### src/itp_pkg.sv
// Shared types, codes and lookup functions for the infix to postfix converter.
`default_nettype none

package itp_pkg;

  localparam int unsigned CMD_QUEUE_DEPTH = 2;
  localparam int unsigned RES_QUEUE_DEPTH = 2;

  localparam logic [7:0] CH_LPAREN = 8'h28;
  localparam logic [7:0] CH_RPAREN = 8'h29;
  localparam logic [7:0] CH_MUL    = 8'h2A;
  localparam logic [7:0] CH_ADD    = 8'h2B;
  localparam logic [7:0] CH_SUB    = 8'h2D;
  localparam logic [7:0] CH_DIV    = 8'h2F;
  localparam logic [7:0] CH_POW    = 8'h5E;
  localparam logic [7:0] CH_NUL    = 8'h00;

  typedef enum logic [2:0] {
    OP_NONE = 3'd0,
    OP_OPEN = 3'd1,
    OP_ADD  = 3'd2,
    OP_SUB  = 3'd3,
    OP_MUL  = 3'd4,
    OP_DIV  = 3'd5,
    OP_POW  = 3'd6
  } op_code_e;

  typedef enum logic [1:0] {
    ST_OK        = 2'd0,
    ST_OVERFLOW  = 2'd1,
    ST_UNMATCHED = 2'd2
  } status_e;

  typedef enum logic [2:0] {
    CMD_OPERAND,
    CMD_OPEN,
    CMD_CLOSE,
    CMD_OPER,
    CMD_FLUSH
  } cmd_kind_e;

  typedef enum logic {
    ACT_CHAR = 1'b0,
    ACT_END  = 1'b1
  } action_e;

  typedef struct packed {
    logic       action;
    logic [7:0] ch;
  } in_item_t;

  typedef struct packed {
    logic [7:0] symbol;
    logic       last;
    logic [1:0] status;
  } result_t;

  typedef struct packed {
    cmd_kind_e  kind;
    logic [7:0] ch;
    op_code_e   op;
  } cmd_t;

  function automatic logic [1:0] op_prec(op_code_e op);
    logic [1:0] prec;
    unique case (op)
      OP_ADD, OP_SUB: prec = 2'd1;
      OP_MUL, OP_DIV: prec = 2'd2;
      OP_POW:         prec = 2'd3;
      default:        prec = 2'd0;
    endcase
    return prec;
  endfunction

  function automatic logic [7:0] op_char(op_code_e op);
    logic [7:0] c;
    unique case (op)
      OP_OPEN: c = CH_LPAREN;
      OP_ADD:  c = CH_ADD;
      OP_SUB:  c = CH_SUB;
      OP_MUL:  c = CH_MUL;
      OP_DIV:  c = CH_DIV;
      OP_POW:  c = CH_POW;
      default: c = CH_NUL;
    endcase
    return c;
  endfunction

endpackage

`default_nettype wire

### src/infix_to_postfix_converter.sv
// Top level of the infix to postfix converter.
`default_nettype none

// Converts an infix expression, one ASCII character per transaction, to
// postfix with an operator stack of STACK_DEPTH entries (shunting-yard, all
// operators left-associative). Letters and digits come out at once; operators
// and parentheses go through the stack; an end transaction flushes it. Other
// characters produce nothing. Each result carries last on the final symbol
// caused by its input, and a status for stack overflow or a stray closing
// parenthesis. Input transactions are classified and queued in a two-entry
// command queue; the stack engine behind it handles one stack pop or push per
// cycle while a command waits and the result queue has room. An operator pops
// each stacked operator of equal or higher precedence, then is pushed. A
// closing parenthesis pops entries up to its matching opening parenthesis; an
// end pops every entry. A letter, a digit or an opening parenthesis needs no
// pop. Results leave through a two-entry queue at up to one per cycle.
module infix_to_postfix_converter #(
  parameter int unsigned STACK_DEPTH = 32
) (
  input  wire logic              clk_i,
  input  wire logic              rst_ni,
  input  wire logic              push,
  output logic                   full,
  input  wire itp_pkg::in_item_t item_i,
  output logic                   empty,
  input  wire logic              pop,
  output itp_pkg::result_t       result_o
);

  import itp_pkg::*;

  logic    cmd_push, cmd_full, cmd_pop, cmd_empty;
  cmd_t    cmd_in, cmd_head;
  logic    res_push, res_full;
  result_t res_in;

  itp_front u_front (
    .push_i     (push),
    .item_i     (item_i),
    .full_o     (full),
    .cmd_full_i (cmd_full),
    .cmd_push_o (cmd_push),
    .cmd_o      (cmd_in)
  );

  itp_fifo #(
    .item_t (cmd_t),
    .DEPTH  (CMD_QUEUE_DEPTH)
  ) u_cmd_queue (
    .clk_i   (clk_i),
    .rst_ni  (rst_ni),
    .push_i  (cmd_push),
    .data_i  (cmd_in),
    .full_o  (cmd_full),
    .pop_i   (cmd_pop),
    .data_o  (cmd_head),
    .empty_o (cmd_empty)
  );

  itp_back #(
    .STACK_DEPTH (STACK_DEPTH)
  ) u_back (
    .clk_i       (clk_i),
    .rst_ni      (rst_ni),
    .cmd_empty_i (cmd_empty),
    .cmd_i       (cmd_head),
    .cmd_pop_o   (cmd_pop),
    .res_full_i  (res_full),
    .res_push_o  (res_push),
    .res_o       (res_in)
  );

  itp_fifo #(
    .item_t (result_t),
    .DEPTH  (RES_QUEUE_DEPTH)
  ) u_res_queue (
    .clk_i   (clk_i),
    .rst_ni  (rst_ni),
    .push_i  (res_push),
    .data_i  (res_in),
    .full_o  (res_full),
    .pop_i   (pop),
    .data_o  (result_o),
    .empty_o (empty)
  );

endmodule

`default_nettype wire

### src/itp_fifo.sv
// Small synchronous queue used between the converter's stages.
`default_nettype none

module itp_fifo #(
  parameter type         item_t = logic,
  parameter int unsigned DEPTH  = 2
) (
  input  wire logic  clk_i,
  input  wire logic  rst_ni,
  input  wire logic  push_i,
  input  wire item_t data_i,
  output logic       full_o,
  input  wire logic  pop_i,
  output item_t      data_o,
  output logic       empty_o
);

  localparam int unsigned PW = (DEPTH > 1) ? $clog2(DEPTH) : 1;
  localparam int unsigned CW = $clog2(DEPTH + 1);

  item_t         mem_q [DEPTH];
  logic [PW-1:0] wr_ptr_q, wr_ptr_d;
  logic [PW-1:0] rd_ptr_q, rd_ptr_d;
  logic [CW-1:0] count_q, count_d;
  logic          do_push, do_pop;

  assign full_o  = (count_q == CW'(DEPTH));
  assign empty_o = (count_q == '0);
  assign do_push = push_i && !full_o;
  assign do_pop  = pop_i && !empty_o;
  assign data_o  = mem_q[rd_ptr_q];

  always_comb begin
    wr_ptr_d = wr_ptr_q;
    rd_ptr_d = rd_ptr_q;
    count_d  = count_q;
    if (do_push) begin
      wr_ptr_d = (wr_ptr_q == PW'(DEPTH - 1)) ? '0 : wr_ptr_q + PW'(1);
    end
    if (do_pop) begin
      rd_ptr_d = (rd_ptr_q == PW'(DEPTH - 1)) ? '0 : rd_ptr_q + PW'(1);
    end
    if (do_push && !do_pop) begin
      count_d = count_q + CW'(1);
    end else if (do_pop && !do_push) begin
      count_d = count_q - CW'(1);
    end
  end

  always_ff @(posedge clk_i or negedge rst_ni) begin
    if (!rst_ni) begin
      wr_ptr_q <= '0;
      rd_ptr_q <= '0;
      count_q  <= '0;
    end else begin
      wr_ptr_q <= wr_ptr_d;
      rd_ptr_q <= rd_ptr_d;
      count_q  <= count_d;
    end
  end

  always_ff @(posedge clk_i) begin
    if (do_push) begin
      mem_q[wr_ptr_q] <= data_i;
    end
  end

endmodule

`default_nettype wire

### src/itp_front.sv
// Front end: accepts infix characters and turns them into stack commands.
`default_nettype none

module itp_front (
  input  wire logic            push_i,
  input  wire itp_pkg::in_item_t item_i,
  output logic                 full_o,
  input  wire logic            cmd_full_i,
  output logic                 cmd_push_o,
  output itp_pkg::cmd_t        cmd_o
);

  import itp_pkg::*;

  logic keep;
  logic is_operand;

  assign is_operand = ((item_i.ch >= 8'h30) && (item_i.ch <= 8'h39)) ||
                      ((item_i.ch >= 8'h41) && (item_i.ch <= 8'h5A)) ||
                      ((item_i.ch >= 8'h61) && (item_i.ch <= 8'h7A));

  always_comb begin
    keep      = 1'b1;
    cmd_o.ch  = item_i.ch;
    cmd_o.op  = OP_NONE;
    cmd_o.kind = CMD_OPERAND;
    priority if (item_i.action == ACT_END) begin
      cmd_o.kind = CMD_FLUSH;
    end else if (item_i.ch == CH_RPAREN) begin
      cmd_o.kind = CMD_CLOSE;
    end else if (is_operand) begin
      cmd_o.kind = CMD_OPERAND;
    end else if (item_i.ch == CH_LPAREN) begin
      cmd_o.kind = CMD_OPEN;
      cmd_o.op   = OP_OPEN;
    end else begin
      cmd_o.kind = CMD_OPER;
      unique case (item_i.ch)
        CH_ADD:  cmd_o.op = OP_ADD;
        CH_SUB:  cmd_o.op = OP_SUB;
        CH_MUL:  cmd_o.op = OP_MUL;
        CH_DIV:  cmd_o.op = OP_DIV;
        CH_POW:  cmd_o.op = OP_POW;
        default: keep = 1'b0;
      endcase
    end
  end

  assign full_o     = cmd_full_i;
  assign cmd_push_o = push_i && !cmd_full_i && keep;

endmodule

`default_nettype wire

### src/itp_back.sv
// Back end: runs stack commands against the operator stack and emits results.
`default_nettype none

module itp_back #(
  parameter int unsigned STACK_DEPTH = 32
) (
  input  wire logic          clk_i,
  input  wire logic          rst_ni,
  input  wire logic          cmd_empty_i,
  input  wire itp_pkg::cmd_t cmd_i,
  output logic               cmd_pop_o,
  input  wire logic          res_full_i,
  output logic               res_push_o,
  output itp_pkg::result_t   res_o
);

  import itp_pkg::*;

  localparam int unsigned AW = (STACK_DEPTH > 1) ? $clog2(STACK_DEPTH) : 1;
  localparam int unsigned CW = $clog2(STACK_DEPTH + 1);

  op_code_e      stack_mem [STACK_DEPTH];
  op_code_e      top_q, nxt_q;
  logic [CW-1:0] count_q, count_d;
  logic [CW-1:0] count_m3;
  logic [AW-1:0] wr_addr, rd_addr;
  logic          do_pop, do_push, push_req, one_left, stack_full, pop_ok, cont;
  op_code_e      push_code;
  logic [1:0]    prec;

  assign stack_full = (count_q == CW'(STACK_DEPTH));
  assign one_left   = (count_q == CW'(1));
  assign count_m3   = count_q - CW'(3);
  assign wr_addr    = count_q[AW-1:0];
  assign rd_addr    = count_m3[AW-1:0];
  assign prec       = op_prec(cmd_i.op);
  assign pop_ok     = (count_q != '0) && (top_q != OP_OPEN) && (op_prec(top_q) >= prec);
  assign cont       = !one_left && (nxt_q != OP_OPEN) && (op_prec(nxt_q) >= prec);

  always_comb begin
    cmd_pop_o  = 1'b0;
    res_push_o = 1'b0;
    res_o      = '0;
    do_pop     = 1'b0;
    do_push    = 1'b0;
    push_req   = 1'b0;
    push_code  = cmd_i.op;
    if (!cmd_empty_i && !res_full_i) begin
      unique case (cmd_i.kind)
        CMD_OPERAND: begin
          res_push_o = 1'b1;
          res_o      = '{symbol: cmd_i.ch, last: 1'b1, status: ST_OK};
          cmd_pop_o  = 1'b1;
        end
        CMD_OPEN: begin
          push_req  = 1'b1;
          cmd_pop_o = 1'b1;
        end
        CMD_FLUSH: begin
          if (count_q == '0) begin
            cmd_pop_o = 1'b1;
          end else begin
            do_pop     = 1'b1;
            res_push_o = 1'b1;
            res_o      = '{symbol: op_char(top_q), last: one_left, status: ST_OK};
            cmd_pop_o  = one_left;
          end
        end
        CMD_CLOSE: begin
          if (count_q == '0) begin
            res_push_o = 1'b1;
            res_o      = '{symbol: CH_NUL, last: 1'b1, status: ST_UNMATCHED};
            cmd_pop_o  = 1'b1;
          end else if (top_q == OP_OPEN) begin
            do_pop    = 1'b1;
            cmd_pop_o = 1'b1;
          end else begin
            do_pop       = 1'b1;
            res_push_o   = 1'b1;
            res_o.symbol = op_char(top_q);
            res_o.last   = one_left || (nxt_q == OP_OPEN);
            res_o.status = one_left ? ST_UNMATCHED : ST_OK;
            cmd_pop_o    = one_left;
          end
        end
        CMD_OPER: begin
          if (pop_ok) begin
            do_pop     = 1'b1;
            res_push_o = 1'b1;
            res_o      = '{symbol: op_char(top_q), last: !cont, status: ST_OK};
          end else begin
            push_req  = 1'b1;
            cmd_pop_o = 1'b1;
          end
        end
        default: begin
          cmd_pop_o = 1'b1;
        end
      endcase
      if (push_req) begin
        if (stack_full) begin
          res_push_o = 1'b1;
          res_o      = '{symbol: CH_NUL, last: 1'b1, status: ST_OVERFLOW};
        end else begin
          do_push = 1'b1;
        end
      end
    end
  end

  always_comb begin
    count_d = count_q;
    if (do_push) begin
      count_d = count_q + CW'(1);
    end else if (do_pop) begin
      count_d = count_q - CW'(1);
    end
  end

  always_ff @(posedge clk_i or negedge rst_ni) begin
    if (!rst_ni) begin
      count_q <= '0;
    end else begin
      count_q <= count_d;
    end
  end

  // The top entry and the one beneath it are kept in registers so that a pop
  // can follow a pop in the next cycle.
  always_ff @(posedge clk_i) begin
    if (do_push) begin
      stack_mem[wr_addr] <= push_code;
      top_q              <= push_code;
      nxt_q              <= top_q;
    end else if (do_pop) begin
      top_q <= nxt_q;
      nxt_q <= stack_mem[rd_addr];
    end
  end

endmodule

`default_nettype wire
### config.mk
export PLATFORM = sky130hd
export DESIGN_NAME = infix_to_postfix_converter
export DESIGN_NICKNAME = d
export VERILOG_FILES = /design/src/itp_pkg.sv /design/src/infix_to_postfix_converter.sv /design/src/itp_fifo.sv /design/src/itp_front.sv /design/src/itp_back.sv
export SDC_FILE = /design/constraint.sdc
export NUM_CORES = 1
export LEC_CHECK = 0
export ABC_AREA = 0
export BUFFER_PORTS_ARGS = -buffer_cell sky130_fd_sc_hd__buf_4
export CORE_MARGIN = 2
export CORE_UTILIZATION = 40
export CTS_CLUSTER_DIAMETER = 100
export DETAILED_ROUTE_END_ITERATION = 6
export GPL_ROUTABILITY_DRIVEN = 0
export SYNTH_ARGS = -nofsm -noshare
export SYNTH_HDL_FRONTEND = slang
export SYNTH_SLANG_ARGS = --single-unit
### constraint.sdc
create_clock -name clk_i -period 8.59 [get_ports clk_i]
set_input_delay 1.718 -clock clk_i [delete_from_list [all_inputs] [get_ports clk_i]]
set_output_delay 1.718 -clock clk_i [all_outputs]
set_load 0.005 [all_outputs]
==> reports/summary.txt, run 1 <==
Vias in the first global route - 4472
Critical path required time - 8.70 ns
Starting Density - 40.80%
Commonest cells post-synth - edfxtp_1 (152), nor2_1 (58), nand2_1 (33)
Worst clock skew - 0.009443 ns
Multi-input gate area - 2564 sq um
Final hold vios - 0
CP bufs+invs - 1
Drt total wl - 15580 um
Row Count - 50
Largest net degree at the start of global routing - 36
Core ar. - 18710 sq um
Final HPWL DP - 10680 um
Die extent in y - 142.1 um
Clk Latency, worst-skew pair - 0.43 ns
Initial DRC count - 291
I/O Buffers - 25
LEAKAGE - 2.909 nW
Area leader, netlist - edfxtp_1
Worst Path Class, Setup - flip-flop to flip-flop
Synth warn - 0
Post-synthesis cell area - 7632 sq um
WL/cell - 19.54 um
HP Class - flip-flop to flip-flop
Vias/cell - 5.524
Critical Path Start - u_cmd_queue.rd_ptr_q$_DFFE_PN0P_
Fin. max-slew vios - 0
WL met1 - 7048 um
Main flop type after synthesis - edfxtp_1
Initial DRT Pass Iterations - 4
Total grt overflow - 0
Layout Cell Area excl Fill - 8628 sq um
Cts hold-fix bufs - 0
Syn nets - 551
Layout fillers - 1621
Number of synthesized flops with an enable pin - 152
CTS max path bufs - 2
PwrDens - 370.2 nW/um^2
Slew Limit Headroom - 25.00%
Htree depth - 4
Clock sinks - 166
FFs w/ async S/R, synth - 8.434%
CTS root buffer - clkbuf_16
Max Cap Viol - 0
Share of post-route cells with drive strength above 1 - 19.18%
Die area - 20200 sq um
Minimum clock period - 5.042 ns
Resized Gates After CTS - 0
Crit path max fanout - 33
Area Overhead vs Synth - 13.05%
Syn_area_per_cell - 14.46 sq um
Critical R2R Launch - u_cmd_queue.rd_ptr_q$_DFFE_PN0P_
Setup Buffers After CTS - 0
Slew @ Worst Pin - 1.124 ns
Highest routed metal layer - met4
Gr usage total - 16.24%
Worst Hold Launch - u_cmd_queue.wr_ptr_q$_DFFE_PN0P_
Placed cell area - 8026 sq um
Yosys top cell area share - 59.80%
Worst-path cell chain - mux2i_1 > inv_1 > a21oi_1 > ha_1 > nand2b_1 > a21o_1 > a311oi_4 > and2_1 > nand2_1 > nor2_1
CP max stage cell - dfrtp_1
Sequential Area - 4915 sq um
Crit-path max cell delay - 0.98 ns
Top-count cell post-synth - edfxtp_1
Drt drc - 0
Post-synthesis sequential area ratio - 64.39%
Ranking of synthesized cells by area - edfxtp_1 (60%), mux4_2 (7.1%), dfrtp_1 (4.6%), nor2_1 (2.9%), mux2i_1 (2.8%)
CP Capture Type - flip-flop
Via count - 4403
Layout Nets - 574
I/O Pins - 26
Final setup vio count - 0
Met3 wire length - 566 um
Unrepaired setup endpoints after global routing - no
Syn Inst Count - 528
Setup TNS - 0 ns
Cts bufs inserted - 17
WL met2 - 7657 um
CTS tree - yes
CP arrival - 5.15 ns
Antenna-violating nets left - 0
Family with the most delay on the worst path - simple AND/OR/NAND/NOR gates
Crit share post-route - 58.69%
Clock transition at path regs - 0.06 ns
First-pass GRT wire length - 24470 um
Max Fclk - 198.3 MHz
Ant diodes - 0
Initial antenna violation count - 0
Peak VDD IR - 160.4 uV
Synth cell types - 56
Outcome - finished, final reports clean
Synth Register Bits - 166
Die width - 142.1 um
Startpoint types - flip-flop
[metrics by stage]
step	total power, mW	hold slack (ns)	setup WS, ns	utilization, %	instances
3_3_place_gp	2.431	0.4724	3.596	42.91	766
2_1_floorplan	2.103	0.4555	4.596	-	528
3_5_place_dp	2.454	0.4890	3.481	42.91	766
5_1_grt	3.380	0.5409	3.038	46.13	797
6_report	3.195	0.4936	3.548	46.13	797
4_1_cts	3.221	0.4957	3.455	46.13	797
[flip-flops by register name, summed over array words and instances, names as in the netlist]
signal / count
u_back.stack_mem: 96
u_cmd_queue.mem_q: 28
u_res_queue.mem_q: 22
u_back.count_q: 6
u_back.nxt_q: 3
u_back.top_q: 3
u_cmd_queue.count_q: 2
u_res_queue.count_q: 2
u_cmd_queue.rd_ptr_q: 1
u_cmd_queue.wr_ptr_q: 1
u_res_queue.rd_ptr_q: 1
u_res_queue.wr_ptr_q: 1
[layer usage]
metal  vias to the layer above  global-route usage (%)
met5                         -                       0
met2                        99                   26.42
met3                        20                   2.860
met1                      2201                   21.50
met4                         0                   7.158
li1                       2083                       -
[power by group]
part | internal (mW) | switching [mW]
combinational | 0.522 | 0.688
clock | 0.461 | 0.310
sequential | 1.08 | 0.133
total | 2.06 | 1.13
[worst reg2reg max path, stage by stage, from the launching register on]
cell	delay [ns]
dfrtp_1	0.98
mux2i_1	0.26
inv_1	0.87
a21oi_1	0.23
ha_1	0.33
nand2b_1	0.16
a21o_1	0.24
a311oi_4	0.37
and2_1	0.53
nand2_1	0.40
nor2_1	0.36
[final timing paths]
| path | end | slack [ns] | depth (start not counted) |
|---|---|---|---|
| min in group asynchronous | u_back.count_q[0]$_DFFE_PN0P_ | 1.14 | 1 |
| max in group asynchronous | u_res_queue.count_q[1]$_DFFE_PN0P_ | 7.25 | 1 |
| max reg2reg | u_back.stack_mem[25][0]$_DFFE_PP_ | 3.55 | 10 |
| max | u_back.stack_mem[25][0]$_DFFE_PP_ | 3.55 | 10 |
| min reg2reg | u_cmd_queue.wr_ptr_q$_DFFE_PN0P_ | 0.49 | 1 |
| min | u_cmd_queue.wr_ptr_q$_DFFE_PN0P_ | 0.49 | 1 |
[placed cells by master (no fill, tap or decap), types with 3 or more instances in the layout]
cell	instances
edfxtp_1	152
nor2_1	58
nand2_1	33
buf_4	28
a21oi_1	26
mux4_2	24
mux2i_1	21
mux2_2	17
clkbuf_16	17
dfrtp_1	14
xnor2_1	13
inv_1	12
o21ai_0	12
ha_1	10
xor2_1	9
nand3_1	9
nor3_1	8
a22oi_1	7
and2_1	5
nor3b_1	5
or3_1	5
o22a_1	5
nand2b_1	4
a21o_1	4
inv_6	4
nor2b_1	3
a211oi_1	3
a31oi_1	3
and4_1	3
o211ai_1	3
bufinv_16	3
clkinvlp_4	3
[area by class of cell]
cell class / count / area share [%]
clock buffers: 18 / 4.974
clock inverters: 13 / 2.001
inverters: 12 / 0.5220
multi-input cells: 326 / 29.71
flip-flops and latches: 166 / 56.96
well taps: 234 / 3.393
repair buffers: 28 / 2.436
[cells by family (layout without fill, tap and decap cells)]
group / Yosys count / count (layout) / share of synthesized area [%]
adder cells (fa/ha/maj): 10 / 10 / 1.639
AO/OA/AOI/OAI: 84 / 84 / 7.607
XOR/XNOR: 22 / 22 / 2.525
AND/OR/NAND/NOR: 148 / 148 / 9.475
buffers and inverters: 36 / 71 / 2.016
flip-flops: 166 / 166 / 64.39
multiplexers: 62 / 62 / 12.34
Power figures use the tool's default switching activity.
==> inputs of run 2 (changes only) <==
- clock period: 8.59 -> 4.2 ns (I/O delays scaled with it)
==> reports/summary.txt, run 2 (same netlist as run 1, synthesis figures left out) <==
Worst Path Class, Setup - flip-flop to flip-flop
Layout Cell Area excl Fill - 8687 sq um (+0.68%)
Total grt overflow - 0 (unchanged)
Worst clock skew - 0.01351 ns (+0.004070 ns)
Via count - 4526 (+2.8%)
Multi-input gate area - 2564 sq um (unchanged)
WL/cell - 19.72 um (+0.91%)
Crit path max fanout - 23 (-30%)
Starting Density - 40.80% (unchanged)
Die area - 20200 sq um (unchanged)
Row Count - 50 (unchanged)
Placed cell area - 8087 sq um (+0.75%)
Outcome - finished, final reports clean
Setup Buffers After CTS - 0 (unchanged)
Power Total - 6.626 mW (+110%)
CP arrival - 3.90 ns (-1.25 ns)
PwrDens - 762.8 nW/um^2 (+110%)
Commonest non-fill, non-tap cell in the layout - edfxtp_1
Gr usage total - 16.50% (+0.26 points)
Clock transition at path regs - 0.06 ns (about the same)
CTS max path bufs - 2 (unchanged)
CP max stage cell - dfrtp_1
Fin. max-slew vios - 0 (unchanged)
Startpoint types - flip-flop
Setup TNS - 0 ns (unchanged)
Initial DRC count - 421 (+45%)
Minimum clock period - 3.808 ns (-1.234 ns)
Crit share post-route - 90.67% (+32 points)
Crit-path max cell delay - 0.45 ns (-0.53 ns)
Non-filler cells, final - 805 (+1.0%)
Slew @ Worst Pin - 1.067 ns (-0.05685 ns)
CTS tree - yes
Final HPWL DP - 10660 um (-0.23%)
R2R cell count - 10 (unchanged)
Peak VDD IR - 367.1 uV (+130%)
Ant diodes - 0 (unchanged)
Core ar. - 18710 sq um (unchanged)
Sequential Area - 4915 sq um (unchanged)
First-pass GRT wire length - 25010 um (+2.2%)
Hold slack final - 0.2707 ns (-0.2229 ns)
Share of post-route cells with drive strength above 1 - 20.14% (+0.96 points)
Die extent in y - 142.1 um (unchanged)
Biggest regs - u_back.stack_mem: 96 flops, u_cmd_queue.mem_q: 28 flops, u_res_queue.mem_q: 22 flops
CTS root buffer - clkbuf_16
Antenna-violating nets left - 0 (unchanged)
Max reg flops - 96 (unchanged)
Critical path required time - 4.30 ns (-4.40 ns)
Drt total wl - 15880 um (+1.9%)
Final hold vios - 0 (unchanged)
Slew Limit Headroom - 28.79% (+3.8 points)
Drt drc - 0 (unchanged)
Unrepaired setup endpoints after global routing - no
I/O Buffers - 25 (unchanged)
Initial antenna violation count - 0 (unchanged)
CP Capture Type - flip-flop
Cts bufs inserted - 17 (unchanged)
HP Class - input port to async pin
LEAKAGE - 2.952 nW (+1.5%)
Worst-path cell chain - buf_4 > mux2i_1 > o21ai_0 > ha_1 > a21o_1 > a311oi_4 > and2_1 > buf_4 > nand2_1 > nor2_1
Register bank with the most flops - u_back.stack_mem
Vias/cell - 5.622 (+1.8%)
Vias in the first global route - 4531 (+1.3%)
Htree depth - 4 (unchanged)
Most used cell, CP - buf_4
Clk Latency, worst-skew pair - 0.42 ns (about the same)
Area Overhead vs Synth - 13.82%
Worst reg2reg setup slack - 0.39 ns (-3.16 ns)
Die width - 142.1 um (unchanged)
Final setup vio count - 0 (unchanged)
Layout Nets - 582 (+1.4%)
Max Fclk - 262.6 MHz (+32%)
Placed Cells - 774 (+1.0%)
I/O Pins - 26 (unchanged)
Resized Gates After CTS - 0 (unchanged)
Clock sinks - 166 (unchanged)
Initial DRT Pass Iterations - 5 (+1)
Largest net degree at the start of global routing - 33 (-8.3%)
Max Cap Viol - 0 (unchanged)
Most frequent cells in the layout - edfxtp_1 (152), nor2_1 (58), buf_4 (36)
Layout fillers - 1608 (-0.80%)
Cts hold-fix bufs - 0 (unchanged)
-- run 2: cell types whose count changed in the layout (fill, tap and decap cells not counted), sizes merged --
cell	delta
buf	+8
clkinv	+1
clkinvlp	-1
-- run 2: worst max-delay path: cells and delay by family (launching register included) --
family | cells | cell delay, ns
AO/OA/AOI/OAI | 3 | 0.85
adder cells (fa/ha/maj) | 1 | 0.35
buffers and inverters | 2 | 0.51
flip-flops | 1 | 0.45
multiplexers | 1 | 0.44
AND/OR/NAND/NOR | 3 | 0.87
-- run 2: path summary, 6_finish.rpt --
check,start,end
max reg2reg,u_cmd_queue.rd_ptr_q$_DFFE_PN0P_,u_back.stack_mem[24][0]$_DFFE_PP_
min,rst_ni,u_cmd_queue.rd_ptr_q$_DFFE_PN0P_
min reg2reg,u_res_queue.wr_ptr_q$_DFFE_PN0P_,u_res_queue.wr_ptr_q$_DFFE_PN0P_
max,u_cmd_queue.rd_ptr_q$_DFFE_PN0P_,u_back.stack_mem[24][0]$_DFFE_PP_
min in group clk_i,u_res_queue.wr_ptr_q$_DFFE_PN0P_,u_res_queue.wr_ptr_q$_DFFE_PN0P_
max in group asynchronous,rst_ni,u_back.count_q[4]$_DFFE_PN0P_
-- run 2: routing by layer --
layer | up-vias | wire, um | GRT usage [%]
met2 | 121 | 7807 | 26.14
met1 | 2300 | 7261 | 23.00
met4 | 0 | 223 | 6.316
met5 | - | 0 | 0
li1 | 2091 | - | -
met3 | 14 | 583 | 2.725
-- run 2: report_power, final --
group	internal, mW	leakage, nW	total [mW]	switching [mW]
Sequential	2.21	1.54	2.45	0.245
Clock	0.943	0.289	1.59	0.645
Combinational	1.12	1.12	2.59	1.47
-- run 2: cell type report --
class | count | area share, %
Sequential cell | 166 | 56.57
Tap cell | 234 | 3.370
Multi-Input combinational cell | 326 | 29.51
Clock buffer | 18 | 4.940
Clock inverter | 13 | 1.973
Inverter | 12 | 0.5185
Timing Repair Buffer | 36 | 3.111
-- run 2: per-stage QoR --
stage	utilization, %	setup WS, ns
3_3_place_gp	43.23	0.6866
6_report	46.44	0.3917
4_1_cts	46.44	0.3855
5_1_grt	46.44	0.1087
2_1_floorplan	-	0.2060
3_5_place_dp	43.23	0.4970
==> inputs of run 3 (changes only) <==
- CORE_MARGIN: 2 -> 10
==> reports/summary.txt, run 3 (same netlist as run 1, synthesis figures left out) <==
Core ar. - 18770 sq um (+0.33%)
Clk pwr share - 23.0% (-1.0 points)
Commonest non-fill, non-tap cell in the layout - edfxtp_1
Grt met3 use - 2.714% (-0.012 points)
Worst clock skew - 0.01051 ns (-0.003002 ns)
Ant diodes - 0 (unchanged)
Die width - 158.1 um (+11%)
Pre-CTS setup slack - 0.3989 ns (-0.09809 ns)
Final WS setup - 0.3692 ns (-0.02255 ns)
Worst Path Class, Setup - flip-flop to flip-flop
PwrDens - 752.7 nW/um^2 (-1.3%)
Setup TNS - 0 ns (unchanged)
CTS tree - yes
Fin. max-slew vios - 0 (unchanged)
CP arrival - 3.94 ns (+0.04 ns)
Clock transition at path regs - 0.07 ns (about the same)
Reg2reg end - u_back.stack_mem[14][0]$_DFFE_PP_
Minimum clock period - 3.831 ns (+0.02255 ns)
Via count - 4465 (-1.3%)
Combinational share of power - 39.2% (+0.2 points)
Most Crowded Layer GR - met2
Clk Latency, worst-skew pair - 0.44 ns (+0.02 ns)
Final HPWL DP - 10710 um (+0.52%)
Non-filler cells, final - 804 (-0.12%)
Biggest regs - u_back.stack_mem: 96 flops, u_cmd_queue.mem_q: 28 flops, u_res_queue.mem_q: 22 flops
I/O Buffers - 25 (unchanged)
Critical path required time - 4.31 ns (about the same)
Global Route met1 Usage - 16.65% (-6.4 points)
Setup Buffers After CTS - 0 (unchanged)
CP Capture Type - flip-flop
Max Cap Viol - 0 (unchanged)
Internal power - 4.093 mW (-4.1%)
CTS max path bufs - 2 (unchanged)
Vias in the first global route - 4481 (-1.1%)
Cts hold-fix bufs - 0 (unchanged)
Max reg flops - 96 (unchanged)
CTS root buffer - clkbuf_16
HP Class - input port to async pin
I/O Pins - 26 (unchanged)
Switch share - 37.17% (+1.6 points)
Slew Limit Headroom - 35.77% (+7.0 points)
Outcome - finished, final reports clean
Drt total wl - 15760 um (-0.70%)
Crit path max fanout - 34 (+48%)
Drt drc - 0 (unchanged)
Reg power frac - 37.7% (+0.7 points)
Startpoint types - flip-flop
Critical R2R Launch - u_cmd_queue.rd_ptr_q$_DFFE_PN0P_
Final hold vios - 0 (unchanged)
Largest net degree at the start of global routing - 35 (+6.1%)
Slew @ Worst Pin - 0.9624 ns (-0.1045 ns)
Hold slack final - 0.2518 ns (-0.01889 ns)
Initial DRC count - 355 (-16%)
Gr usage total - 12.97% (-3.5 points)
WL/cell - 19.61 um (-0.58%)
Register bank with the most flops - u_back.stack_mem
P_sw - 2.422 mW (+2.7%)
Resized Gates After CTS - 0 (unchanged)
Most frequent cells in the layout - edfxtp_1 (152), nor2_1 (58), buf_4 (34)
Met2 usage - 20.78% (-5.4 points)
Share of post-route cells with drive strength above 1 - 20.53% (+0.39 points)
Starting Density - 40.67% (-0.14 points)
Max Fclk - 261.0 MHz (-0.59%)
Area Overhead vs Synth - 13.39%
Crit-path max cell delay - 0.51 ns (+0.06 ns)
Layout fillers - 1636 (+1.7%)
CP max stage cell - and2_1
R2R cell count - 9 (-1)
Row Count - 50 (unchanged)
Initial antenna violation count - 0 (unchanged)
Clock sinks - 166 (unchanged)
Placed Cells - 772 (-0.26%)
Final setup vio count - 0 (unchanged)
Htree depth - 4 (unchanged)
Crit share post-route - 91.21% (+0.54 points)
Worst-path cell chain - mux2_2 > buf_4 > o21ai_0 > ha_1 > a21o_1 > a311oi_4 > and2_1 > nand2_1 > nor2_1
Antenna-violating nets left - 0 (unchanged)
Initial DRT Pass Iterations - 5 (unchanged)
Peak VDD IR - 369.4 uV (+0.64%)
Cts bufs inserted - 17 (unchanged)
Total grt overflow - 0 (unchanged)
Vias/cell - 5.553 (-1.2%)
Die extent in y - 158.1 um (+11%)
First-pass GRT wire length - 24760 um (-1.0%)
Unrepaired setup endpoints after global routing - no
Die area - 25010 sq um (+24%)
LEAKAGE - 2.932 nW (-0.68%)
Worst reg2reg setup slack - 0.37 ns (-0.02 ns)
Layout Nets - 580 (-0.34%)
-- run 3: cell count changes in the layout (fill, tap and decap cells not counted) --
cell | before | now
bufinv_16 | 3 | 0
clkinv_1 | 1 | 0
buf_4 | 36 | 34
clkbuf_1 | 1 | 0
clkinv_8 | 0 | 2
dfrtp_1 | 14 | 13
dfrtp_2 | 0 | 1
inv_8 | 2 | 5
clkinv_2 | 1 | 0
clkinv_4 | 1 | 3
-- run 3: cell type report --
cell class	instances	area (sq um)	share of cell area [%]
well taps	234	292.8	3.383
inverters	12	45.04	0.5205
clock buffers	17	425.4	4.915
clock inverters	15	156.4	1.807
repair buffers	34	255.2	2.949
multi-input cells	326	2564	29.62
flip-flops and latches	166	4916	56.80
-- run 3: power groups by stage --
stage               registers [mW]  clock network, mW  logic (mW)
floorplan                     2.31                  0        1.99
detailed placement            2.49                  0        2.56
CTS                           2.46               1.53        2.58
global route                  2.49               1.60        2.80
global placement              2.48                  0        2.52
finish                        2.46               1.50        2.56
-- run 3: worst max-delay path by stage --
stage                                                 from                                 to  slack, ns  depth (start not counted)
after floorplan           u_cmd_queue.rd_ptr_q$_DFFE_PN0P_  u_res_queue.mem_q[1][0]$_DFFE_PP_       0.21                         12
after global placement    u_cmd_queue.rd_ptr_q$_DFFE_PN0P_  u_back.stack_mem[18][0]$_DFFE_PP_       0.46                          9
after detailed placement  u_cmd_queue.rd_ptr_q$_DFFE_PN0P_  u_back.stack_mem[14][2]$_DFFE_PP_       0.40                          9
after CTS                 u_cmd_queue.rd_ptr_q$_DFFE_PN0P_  u_back.stack_mem[14][0]$_DFFE_PP_       0.35                          9
after global routing      u_cmd_queue.rd_ptr_q$_DFFE_PN0P_  u_back.stack_mem[14][0]$_DFFE_PP_       0.13                          9
final                     u_cmd_queue.rd_ptr_q$_DFFE_PN0P_  u_back.stack_mem[14][0]$_DFFE_PP_       0.37                          9
-- run 3: critical path: cells and delay by family (launching register included) --
kind / cells / cell delay, ns
AND/OR/NAND/NOR: 3 / 1.32
flip-flops: 1 / 0.45
adder cells (fa/ha/maj): 1 / 0.33
multiplexers: 1 / 0.27
AO/OA/AOI/OAI: 3 / 0.79
buffers and inverters: 1 / 0.33
-- run 3: routing by layer --
metal / share of wire, % / up-vias
met5: 0 / -
met4: 2.1 / 0
met3: 3.5 / 29
met2: 49 / 104
met1: 46 / 2237
li1: - / 2095
-- run 3: stage by stage --
stage          utilization (%)  cell area [sq um]  total power [mW]
2_1_floorplan                -               7632             4.301
3_3_place_gp             43.01               8073             4.998
3_5_place_dp             43.01               8073             5.046
4_1_cts                  46.11               8655             6.560
5_1_grt                  46.11               8655             6.885
6_report                 46.11               8655             6.515
